===== src/rtl/assert_macros.svh =====
// Assertion macros shared by the RTL.
`ifndef ASSERT_MACROS_SVH
`define ASSERT_MACROS_SVH
// Implication checked every clock, disabled in reset.
`define ASSERT_IMPL(label, clk, rstn, ante, cons) \
  label: assert property (@(posedge clk) disable iff (!rstn) (ante) |-> (cons)) \
    else $error("assertion failed");
// Next-cycle implication.
`define ASSERT_NEXT(label, clk, rstn, ante, cons) \
  label: assert property (@(posedge clk) disable iff (!rstn) (ante) |=> (cons)) \
    else $error("assertion failed");
`endif


===== src/rtl/ptw_pkg.sv =====
// Shared types and constants of the page-table walker.
package ptw_pkg;
  localparam int unsigned EntryW = 64;
  localparam int unsigned IdxW = 9;
  localparam int unsigned PaW = 60;
  localparam int unsigned BaseShift = 12;

  localparam logic FuncWrite = 1'b0;
  localparam logic FuncXlate = 1'b1;

  localparam logic [2:0] RegEnable = 3'd0;
  localparam logic [2:0] RegLoRoot = 3'd1;
  localparam logic [2:0] RegUpRoot = 3'd2;
  localparam logic [2:0] RegVaBits = 3'd3;
  localparam logic [2:0] RegPaBits = 3'd4;

  localparam int unsigned BitV = 0;
  localparam int unsigned BitHuge = 6;
  localparam int unsigned BitG = 6;
  localparam int unsigned BitP = 7;
  localparam int unsigned BitW = 8;
  localparam int unsigned BitHg = 12;
  localparam int unsigned BitNr = 61;
  localparam int unsigned BitNx = 62;

  // Classified item handed from the front end to the walker.
  typedef struct packed {
    logic        is_write;
    logic        wr_ok;     // write lands inside the store
    logic        pre_ok;    // translate passed enable/canonical/root checks
    logic [63:0] addr;
    logic [63:0] data;
    logic [59:0] root;      // masked root table address
    logic [59:0] pmask;     // entry address mask
  } cmd_t;

  typedef struct packed {
    logic        ok;
    logic [59:0] phys_addr;
    logic [5:0]  page_shift;
    logic        readable;
    logic        writable;
    logic        executable;
    logic        global_page;
    logic        user_page;
    logic        device_memory;
  } res_t;
endpackage


===== src/rtl/ptw_front.sv =====
// Front end: configuration registers, item classification, command queue.
module ptw_front import ptw_pkg::*; #(
  parameter int unsigned TablePages = 64
) (
  input  logic        clk_i,
  input  logic        rst_ni,
  input  logic        cfg_valid_i,
  output logic        cfg_ready_o,
  input  logic [2:0]  cfg_index_i,
  input  logic [63:0] cfg_data_i,
  input  logic        in_valid_i,
  output logic        in_stall_o,
  input  logic        func_i,
  input  logic [63:0] address_i,
  input  logic [63:0] write_data_i,
  output logic        cmd_valid_o,
  input  logic        cmd_pop_i,
  output cmd_t        cmd_o
);
  logic        en_q;
  logic [59:0] lo_root_q, up_root_q;
  logic [5:0]  va_bits_q, pa_bits_q;
  logic [5:0]  vb, pb;
  logic        sign;
  logic [63:0] canon_lo, canon_hi;
  logic        canon;
  logic [59:0] pmask, root;
  cmd_t        cmd;
  // two-entry queue
  cmd_t        q_mem_q [2];
  logic        wp_q, rp_q;
  logic [1:0]  cnt_q;
  logic        push;

  assign cfg_ready_o = 1'b1;

  always_ff @(posedge clk_i or negedge rst_ni) begin
    if (!rst_ni) begin
      en_q <= 1'b0;
      lo_root_q <= '0;
      up_root_q <= '0;
      va_bits_q <= 6'd48;
      pa_bits_q <= 6'd48;
    end else if (cfg_valid_i) begin
      unique case (cfg_index_i)
        RegEnable: en_q <= cfg_data_i[0];
        RegLoRoot: lo_root_q <= cfg_data_i[59:0];
        RegUpRoot: up_root_q <= cfg_data_i[59:0];
        RegVaBits: va_bits_q <= cfg_data_i[5:0];
        RegPaBits: pa_bits_q <= cfg_data_i[5:0];
        default: ;
      endcase
    end
  end

  always_comb begin
    vb = (va_bits_q < 6'd40) ? 6'd40 : (va_bits_q > 6'd48) ? 6'd48 : va_bits_q;
    pb = (pa_bits_q < 6'd40) ? 6'd40 : (pa_bits_q > 6'd60) ? 6'd60 : pa_bits_q;
    sign = address_i[vb - 6'd1];
    // bits at and above vb-1 must all equal the sign
    canon_lo = {64{1'b1}} << (vb - 6'd1);
    canon_hi = address_i & canon_lo;
    canon = sign ? (canon_hi == canon_lo) : (canon_hi == '0);
    pmask = (({60{1'b1}} >> (7'd60 - {1'b0, pb}))) & ~60'hfff;
    root = (sign ? up_root_q : lo_root_q) & pmask;
    cmd.is_write = (func_i == FuncWrite);
    cmd.wr_ok = (address_i[63:12] < 52'(TablePages));
    cmd.pre_ok = en_q && canon && (root != '0);
    cmd.addr = address_i;
    cmd.data = write_data_i;
    cmd.root = root;
    cmd.pmask = pmask;
  end

  assign in_stall_o = (cnt_q == 2'd2);
  assign push = in_valid_i && !in_stall_o;
  assign cmd_valid_o = (cnt_q != 2'd0);
  assign cmd_o = q_mem_q[rp_q];

  always_ff @(posedge clk_i) begin
    if (push) q_mem_q[wp_q] <= cmd;
  end

  always_ff @(posedge clk_i or negedge rst_ni) begin
    if (!rst_ni) begin
      wp_q <= 1'b0;
      rp_q <= 1'b0;
      cnt_q <= '0;
    end else begin
      if (push) wp_q <= ~wp_q;
      if (cmd_pop_i) rp_q <= ~rp_q;
      cnt_q <= cnt_q + 2'(push) - 2'(cmd_pop_i);
    end
  end
endmodule


===== config.mk =====
export PLATFORM = sky130hd
export DESIGN_NAME = ptw_front
export DESIGN_NICKNAME = d
export VERILOG_FILES = /design/src/rtl/assert_macros.svh /design/src/rtl/ptw_pkg.sv /design/src/rtl/ptw_front.sv
export SDC_FILE = /design/constraint.sdc
export NUM_CORES = 1
export LEC_CHECK = 0
export BUFFER_PORTS_ARGS = -buffer_cell sky130_fd_sc_hd__buf_2
export CAP_MARGIN = 20
export CORE_MARGIN = 1
export CORE_UTILIZATION = 50
export CTS_BUF_LIST = sky130_fd_sc_hd__clkbuf_16
export DETAILED_ROUTE_END_ITERATION = 6
export PLACE_DENSITY = 0.82
export SYNTH_ARGS = -nofsm -noshare
export SYNTH_HDL_FRONTEND = slang
export SYNTH_SLANG_ARGS = --single-unit

===== constraint.sdc =====
create_clock -name clk_i -period 12.3 [get_ports clk_i]
set_clock_uncertainty 0.15 [all_clocks]
set_input_delay 1.23 -clock clk_i [delete_from_list [all_inputs] [get_ports clk_i]]
set_output_delay 1.23 -clock clk_i [all_outputs]
set_load 0.1 [all_outputs]

Word level (Yosys, flattened, before mapping)
Memory sizes are Yosys's and may differ from the RTL's. Index checks and enable logic that the tools add are counted.

Flip-flop bits (word level): 137. Word-level logic and storage cells: 55. Memory bits (writable): 478. Memories kept: 1. Input bits: 201.

Equality and inequality tests: 6. Shift-type cells: 2. Magnitude comparators: 6. Add/sub/neg operators: 4. Mux-type cells: 10. Reduce and logical (&&, ||, !) cells: 13. Bitwise operators: 5.

Memory list: q_mem_q (words 2, bits a word 239, read ports 1, clocked after Yosys merged registers in 0, wr ports 1, line ptw_front.sv:30) `cmd_t q_mem_q [2];`.

Operator list (count): bitwise AND 64 bit (1); equality test 64 bit (1); zero test 64 bit (1); left shift 64 x 6 -> 64 bit, first input constant (1); bitwise AND 60 bit (1); two-way mux 60 bit (1); nonzero test 60 bit (1); right shift 60 x 7 -> 60 bit, first input constant (1); less-than comparator 52 x 7 -> 1 bit, second input constant (1); two-way mux 6 bit (4); greater-than comparator 6 bit, second input constant (2); less-than comparator 6 bit, second input constant (2); AND reduction 2 bit (5); less-than comparator 6 x 7 -> 1 bit, second input constant (1); subtractor 6 x 6 -> 7 bit, first input constant (1); binary-select mux 1 bit (select 6 bit) (1); equality test 3 x 2 -> 1 bit, second input constant (2); subtractor 6 x 1 -> 6 bit, second input constant (1); two-way mux 1 bit (4); equality test 3 x 1 -> 1 bit, second input constant (1); equality test 3 bit, second input constant (1); logical AND 1 bit (3); zero test 3 bit (1); NOT 1 bit (3); 5 further kinds (5).

Depth between registers and ports, before layout
Gate-level depths: netlist of the first run.

Word-level depth: 10. Gate-level depth with buffers: 18.

Worst setup path before layout of the first run
Ideal clock, no wire load.

Path type: input-to-reg. Start: input in_valid_i. End: memory q_mem_q[0][0] (netlist bit), enable pin. Stages: 2. Library setup time: 818 ps. Arrival: 10730 ps. Setup slack: 602 ps. Cell sequence: nand2_1 nor2_1.

Word-level cells in the longest chain between the ends: 3.

Ends and longest elaborated chain: start: declaration (line ptw_front.sv:11) `input logic in_valid_i,`; logical AND 1 bit (line ptw_front.sv:76) `assign push = in_valid_i && !in_stall_o;`; two-way mux 1 bit (line ptw_front.sv:81) `if (push) q_mem_q[wp_q] <= cmd;`; two-way mux 1 bit (implied by the code) (line ptw_front.sv:81); end: declaration (line ptw_front.sv:30).

Every way passes these cells.

==> reports/metrics.cfg, run 1 <==
[outcome]
outcome=complete, no violations

[place]
pre_cts_slack_ns=7.18
hpwl_um=37600
gp_congestion=0.831
io_buffers=419

[cts]
clock-root-buffer=clkbuf_16
clk_latency_ns=0.60
clock_sinks=567
hold_buffers=0
cts.clk_slew.worst_paths_ns=0.06
cts_max_level=2
ctsResizeCount=0
postCtsSetupRepairBufs=0
cts_buffers=55
cts_buffer_depth=3
cts_tree=yes

[finish]
fillers=3332
drive_gt1_share_pct=45.6
area_delta_synth_final_pct=18.8
nets=2063

[floorplanning]
coreArea_um2=45700
dieArea_um2=47400
start_util_pct=51.0
die-height_um=218
io_pins=455
rows=78
die_w_um=218

[route]
drtIter0Drc=1132
vias=13900
detail-route-antenna-nets=0
drc=0
wl_per_cell_um=22.3
finalWirelength_um=55900
via_per_inst=5.55
dr.pass1.iters=6

[setup_path]
worstSetupEndpointType=register
critPathLaunch=va_bits_q[4]
reg2reg_to=q_mem_q[0][236]
rrSetupSlack_ns=7.12
reg2regPathDepth=13
worstPathArrival_ns=5.34
cp_slowest_cell=and3_4
r2r_start=va_bits_q[4]
crit_type=reg2reg
crit_top_cell=ha_1
max_stage_delay_ns=0.73
crit_path_max_fanout=57
cp_cell_sequence=and4b_1 -> inv_4 -> ha_1 -> inv_1 -> ha_1 -> mux4_2 -> mux2_2 -> nand3_1 -> and3_4 -> mux2_1 -> a211o_1 -> nor4_1 -> a31oi_1
crit_path_start_kind=register
worst_ep_required_time_ns=12.46

[sta]
final.setup.worst_slack_ns=7.12
fin_crit_sh_pct=42.1
post-route-min-period_ns=5.18
tightest_slew_ns=1.33
relSlewSlack_pct=11.1
max_freq_mhz=193
rsz0062_at_grt=false
report.final.hold_viol_count=0
setup_viol=0
fin_tns_setup_ns=0
drv_slew=0

[grt]
met1_usage_pct=30.4
grt_antenna_before_repair=12
grtUsageMet2_pct=37.3
grt_pass1_wl_um=82900
grt_usage_pct=23.1
grt_pass1_vias=13800
grt_start_max_net_pins=185
busiest_layer=met2
grt_overflow=0
grtUsageMet3_pct=6.26

[hold_path]
min_from=cnt_q[1]
worstHoldPathType=reg2reg
holdPathStages=1
whs_endpoint=cnt_q[1]

[synthesis]
synth-seq-cells=567
avgSynthCellArea_um2=16.4
async_flop_share_pct=19.9
synth-edff-count=454
syn_area_um2=23300
synth_ff_type=edfxtp_1
yosys_warnings=0
yosysUniqueCellTypes=66
synthCells=1424
ys_seq_area_share_pct=70.7

[flow_run]
maxCapViolCount=0

==> flip-flops by register name, summed over array words and instances, names as in the netlist <==
name,count
rp_q,1
va_bits_q,6
q_mem_q,454
wp_q,1
cnt_q,2
lo_root_q,48
up_root_q,48
pa_bits_q,6
en_q,1
==> worst max-delay path by stage <==
stage	endpoint	slack, ns	cells after the start
floorplan	q_mem_q[0][0]	0.60	2
global route	q_mem_q[0][236]	6.82	13
CTS	q_mem_q[0][236]	7.13	13
finish	q_mem_q[0][236]	7.12	13
global placement	q_mem_q[0][236]	7.18	13
detailed placement	q_mem_q[1][236]	7.18	13
==> synth_stat cells, types with 3 or more instances <==
library cell	count	area, um^2
a2111oi_0	4	35.0
a21boi_0	9	67.6
a21o_1	4	30.0
a21oi_1	39	195
a22o_1	3	26.3
a22oi_1	9	67.6
a31oi_1	4	25.0
and2_1	4	25.0
and3_1	8	50.1
buf_1	12	45.0
buf_4	26	195
buf_6	5	56.3
clkbuf_1	39	146
dfrtp_1	109	2730
dfstp_2	4	105
edfxtp_1	454	13600
ha_1	10	125
inv_1	39	146
mux2_2	336	3780
mux2i_1	15	150
mux4_2	4	90.1
nand2_1	95	357
nand2b_1	8	50.1
nand3_1	28	140
nand4_1	6	37.5
nor2_1	27	101
nor2b_1	4	25.0
nor3_1	7	35.0
nor4_1	20	125
o211ai_1	3	22.5
o21a_1	4	30.0
o21ai_0	26	130
o21ai_1	3	15.0
o221ai_1	4	35.0
o22ai_1	6	37.5
xnor2_1	3	26.3
==> routing by layer <==
metal | vias up | share of wire (%)
li1 | 6228 | -
met1 | 6961 | 40
met2 | 584 | 48
met3 | 101 | 8.8
met4 | 10 | 2.7
met5 | - | 0.12
==> worst max-delay path, delay by kind of cell, from the launching register on <==
family,cells,cell delay [ns]
flip-flops,1,0.58
multiplexers,3,1.08
AND/OR/NAND/NOR,4,1.50
buffers and inverters,2,0.22
AO/OA/AOI/OAI,2,0.50
adder cells (fa/ha/maj),2,0.83
==> kinds of logic after synthesis <==
family	Yosys count	synth area share, %
AO/OA/AOI/OAI	137	3.91
other	2	0.0322
multiplexers	357	17.4
flip-flops	567	70.7
adder cells (fa/ha/maj)	12	0.623
AND/OR/NAND/NOR	218	4.49
buffers and inverters	126	2.68
XOR/XNOR	5	0.188
==> cells in the final DEF (no fill, tap or decap), drive strengths merged, types with 28 or more instances in the layout <==
cell type  count
buf          433
mux2         338
nand3         28
a21oi         39
edfxtp       454
inv           62
nand2         95
dfrtp        109
o21ai         29
clkbuf        55
==> per-stage QoR <==
stage	hold slack (ns)	instances	instance area [um^2]	utilization (%)
5_1_grt	0.366	2499	27700	60.6
3_3_place_gp	0.328	2395	25900	56.7
6_report	0.353	2501	27700	60.6
4_1_cts	0.352	2497	27700	60.6
2_1_floorplan	0.310	1447	23400	-
3_5_place_dp	0.336	2395	25900	56.7
==> final cells by class <==
cell class                      instances  area (um^2)  share of cell area [%]
Antenna cell                            4         10.0                  0.0362
Clock buffer                           55         1380                    4.97
Clock inverter                         47          368                    1.33
Inverter                               41          156                   0.565
Multi-Input combinational cell        754         6330                    22.9
Sequential cell                       567        16500                    59.5
Tap cell                              600          751                    2.71
Timing Repair Buffer                  433         2220                    8.01
Power of run 1 is not shown: default switching activity piles up to over one toggle a cycle in this logic, so the estimate is an artifact.
==> run 2, diff against run 1 <==
==> constraint.sdc (replaced) <==
create_clock -name clk_i -period 5.16 [get_ports clk_i]
set_clock_uncertainty 0.15 [all_clocks]
set_input_delay 0.516 -clock clk_i [delete_from_list [all_inputs] [get_ports clk_i]]
set_output_delay 0.516 -clock clk_i [all_outputs]
set_load 0.1 [all_outputs]
==> run 2 against run 1 <==
The flow now finishes with violations (DRC). Final cell count rose by 5.2%. Sequential share of layout area fell by 2.9 points. Sequential cell count did not move. Via count rose by 5.9%. Worst hold slack got worse by 0.32 ns. Critical path type unchanged.
==> reports/metrics.cfg, run 2 (synthesis gave the netlist of run 1 again) <==
[route]
wl_per_cell_um=22.5  ; +0.87%
dr.pass1.iters=7  ; +1
detail-route-antenna-nets=0  ; unchanged
finalWirelength_um=59300  ; +6.1%
drtIter0Drc=1474  ; +30%
vias=14700  ; +5.9%
via_per_inst=5.59  ; +0.67%
drc=1  ; +1

[cts]
cts_tree=yes
cts.clk_slew.worst_paths_ns=0.07  ; about the same
postCtsSetupRepairBufs=0  ; unchanged
clock-root-buffer=clkbuf_16
cts_max_level=2  ; unchanged
hold_buffers=127  ; +127
ctsResizeCount=0  ; unchanged
cts_buffer_depth=3  ; unchanged
clk_latency_ns=0.60  ; about the same
clock_sinks=567  ; unchanged
cts_buffers=57  ; +3.6%

[setup_path]
reg2reg_to=q_mem_q[0][236]
worstSetupEndpointType=register
worst_ep_required_time_ns=5.33  ; -7.13 ns
worstPathArrival_ns=5.01  ; -0.33 ns
crit_path_max_fanout=19  ; -67%
crit_type=reg2reg
crit_path_start_kind=register
rrSetupSlack_ns=0.32  ; -6.80 ns
r2r_start=va_bits_q[4]
reg2regPathDepth=13  ; unchanged

[finish]
layout_commonest_cell=edfxtp_1
fin_util_pct=63.7  ; +3.1 points
largest_reg_flops=454  ; unchanged
mostFrequentLayoutCells=edfxtp_1 (454), buf_2 (418), mux2_2 (336), dlygate4sd3_1 (127), dfrtp_1 (108)
nets=2194  ; +6.3%
drive_gt1_share_pct=43.1  ; -2.5 points
top_register=q_mem_q
reg_top3=q_mem_q (454), lo_root_q (48), up_root_q (48)
area_delta_synth_final_pct=24.8

[sta]
relSlewSlack_pct=38.3  ; +27 points
drv_slew=0  ; unchanged
post-route-min-period_ns=4.84  ; -0.341 ns
report.final.hold_viol_count=0  ; unchanged
fin_tns_setup_ns=0  ; unchanged
setup_viol=0  ; unchanged
max_freq_mhz=207  ; +7.0%
tightest_slew_ns=0.915  ; -0.418 ns
rsz0062_at_grt=false
fin_crit_sh_pct=93.8  ; +52 points

[place]
gp_congestion=0.943  ; +13%
io_buffers=419  ; unchanged
hpwl_um=38100  ; +1.2%

[hold_path]
whs_endpoint=q_mem_q[0][194]
min_from=address_i[22]
holdPathStages=1  ; unchanged
worstHoldPathType=in2reg

[floorplanning]
coreArea_um2=45700  ; unchanged
rows=78  ; unchanged
start_util_pct=51.0  ; unchanged
die-height_um=218  ; unchanged
dieArea_um2=47400  ; unchanged
io_pins=455  ; unchanged
die_w_um=218  ; unchanged

[outcome]
violations=DRC
outcome=finished, violations left

[flow_run]
maxCapViolCount=0  ; unchanged

[grt]
grt_pass1_wl_um=88900  ; +7.2%
grt_overflow=0  ; unchanged
grt_start_max_net_pins=137  ; -26%
grt_usage_pct=24.6  ; +1.5 points
grt_pass1_vias=15100  ; +9.7%
grt_antenna_before_repair=6  ; -6

## run 2: cell types whose count changed in the layout (fill, tap and decap cells not counted), moves of 2 or more
cell and change:
clkinv_2 +6, dlygate4sd3_1 +127, buf_4 -4, clkbuf_16 +4, buf_12 +6, bufinv_16 -2
inv_1 -5, diode_2 -2
## run 2: worst max-delay path by stage
stage | to | from | slack [ns]
after detailed placement | q_mem_q[0][236] | va_bits_q[4] | 0.44
after floorplan | q_mem_q[0][0] | in_valid_i | 0.57
final | q_mem_q[0][236] | va_bits_q[4] | 0.32
after global placement | q_mem_q[0][236] | va_bits_q[4] | 0.57
after CTS | q_mem_q[1][236] | va_bits_q[4] | 0.41
after global routing | q_mem_q[0][236] | va_bits_q[4] | 0.16
## run 2: layout make-up
cell class / instances / area [um^2]
tap: 600 / 751
inverter: 41 / 156
sequential: 567 / 16500
fill: 3164 / 16600
clock inverter: 46 / 312
multi-input combinational: 754 / 6330
antenna: 2 / 5.00
timing repair buffer: 562 / 3580
clock buffer: 59 / 1480
## run 2: routing by layer
metal | vias to the layer above | routed length (um) | track usage (%)
met2 | 716 | 29300 | 41.0
met4 | 6 | 1730 | 8.62
met3 | 135 | 4930 | 5.73
met5 | - | 37 | 0
met1 | 7357 | 23300 | 31.7
li1 | 6490 | - | -
## run 2: stage by stage
step | setup slack, ns | instances | hold WS (ns) | cell area [um^2]
CTS | 0.414 | 2629 | 0.000418 | 29100
global route | 0.162 | 2631 | 0.00570 | 29100
global placement | 0.572 | 2397 | 0.328 | 26000
detailed placement | 0.437 | 2397 | 0.332 | 26000
floorplan | 0.574 | 1447 | 0.0704 | 23400
finish | 0.320 | 2631 | 0.0311 | 29100
## run 2: worst max-delay path: stages, from the launching register on
cell and delay [ns]:
dfstp_2 0.58, and4b_1 0.36, inv_4 0.16, ha_1 0.20
inv_1 0.07, ha_1 0.66, mux4_2 0.40, mux2_2 0.30
nand3_1 0.13, and3_4 0.41, mux2_1 0.38, a211o_1 0.30
nor4_1 0.30, a31oi_1 0.14
Power of run 2 is left out for the same reason.
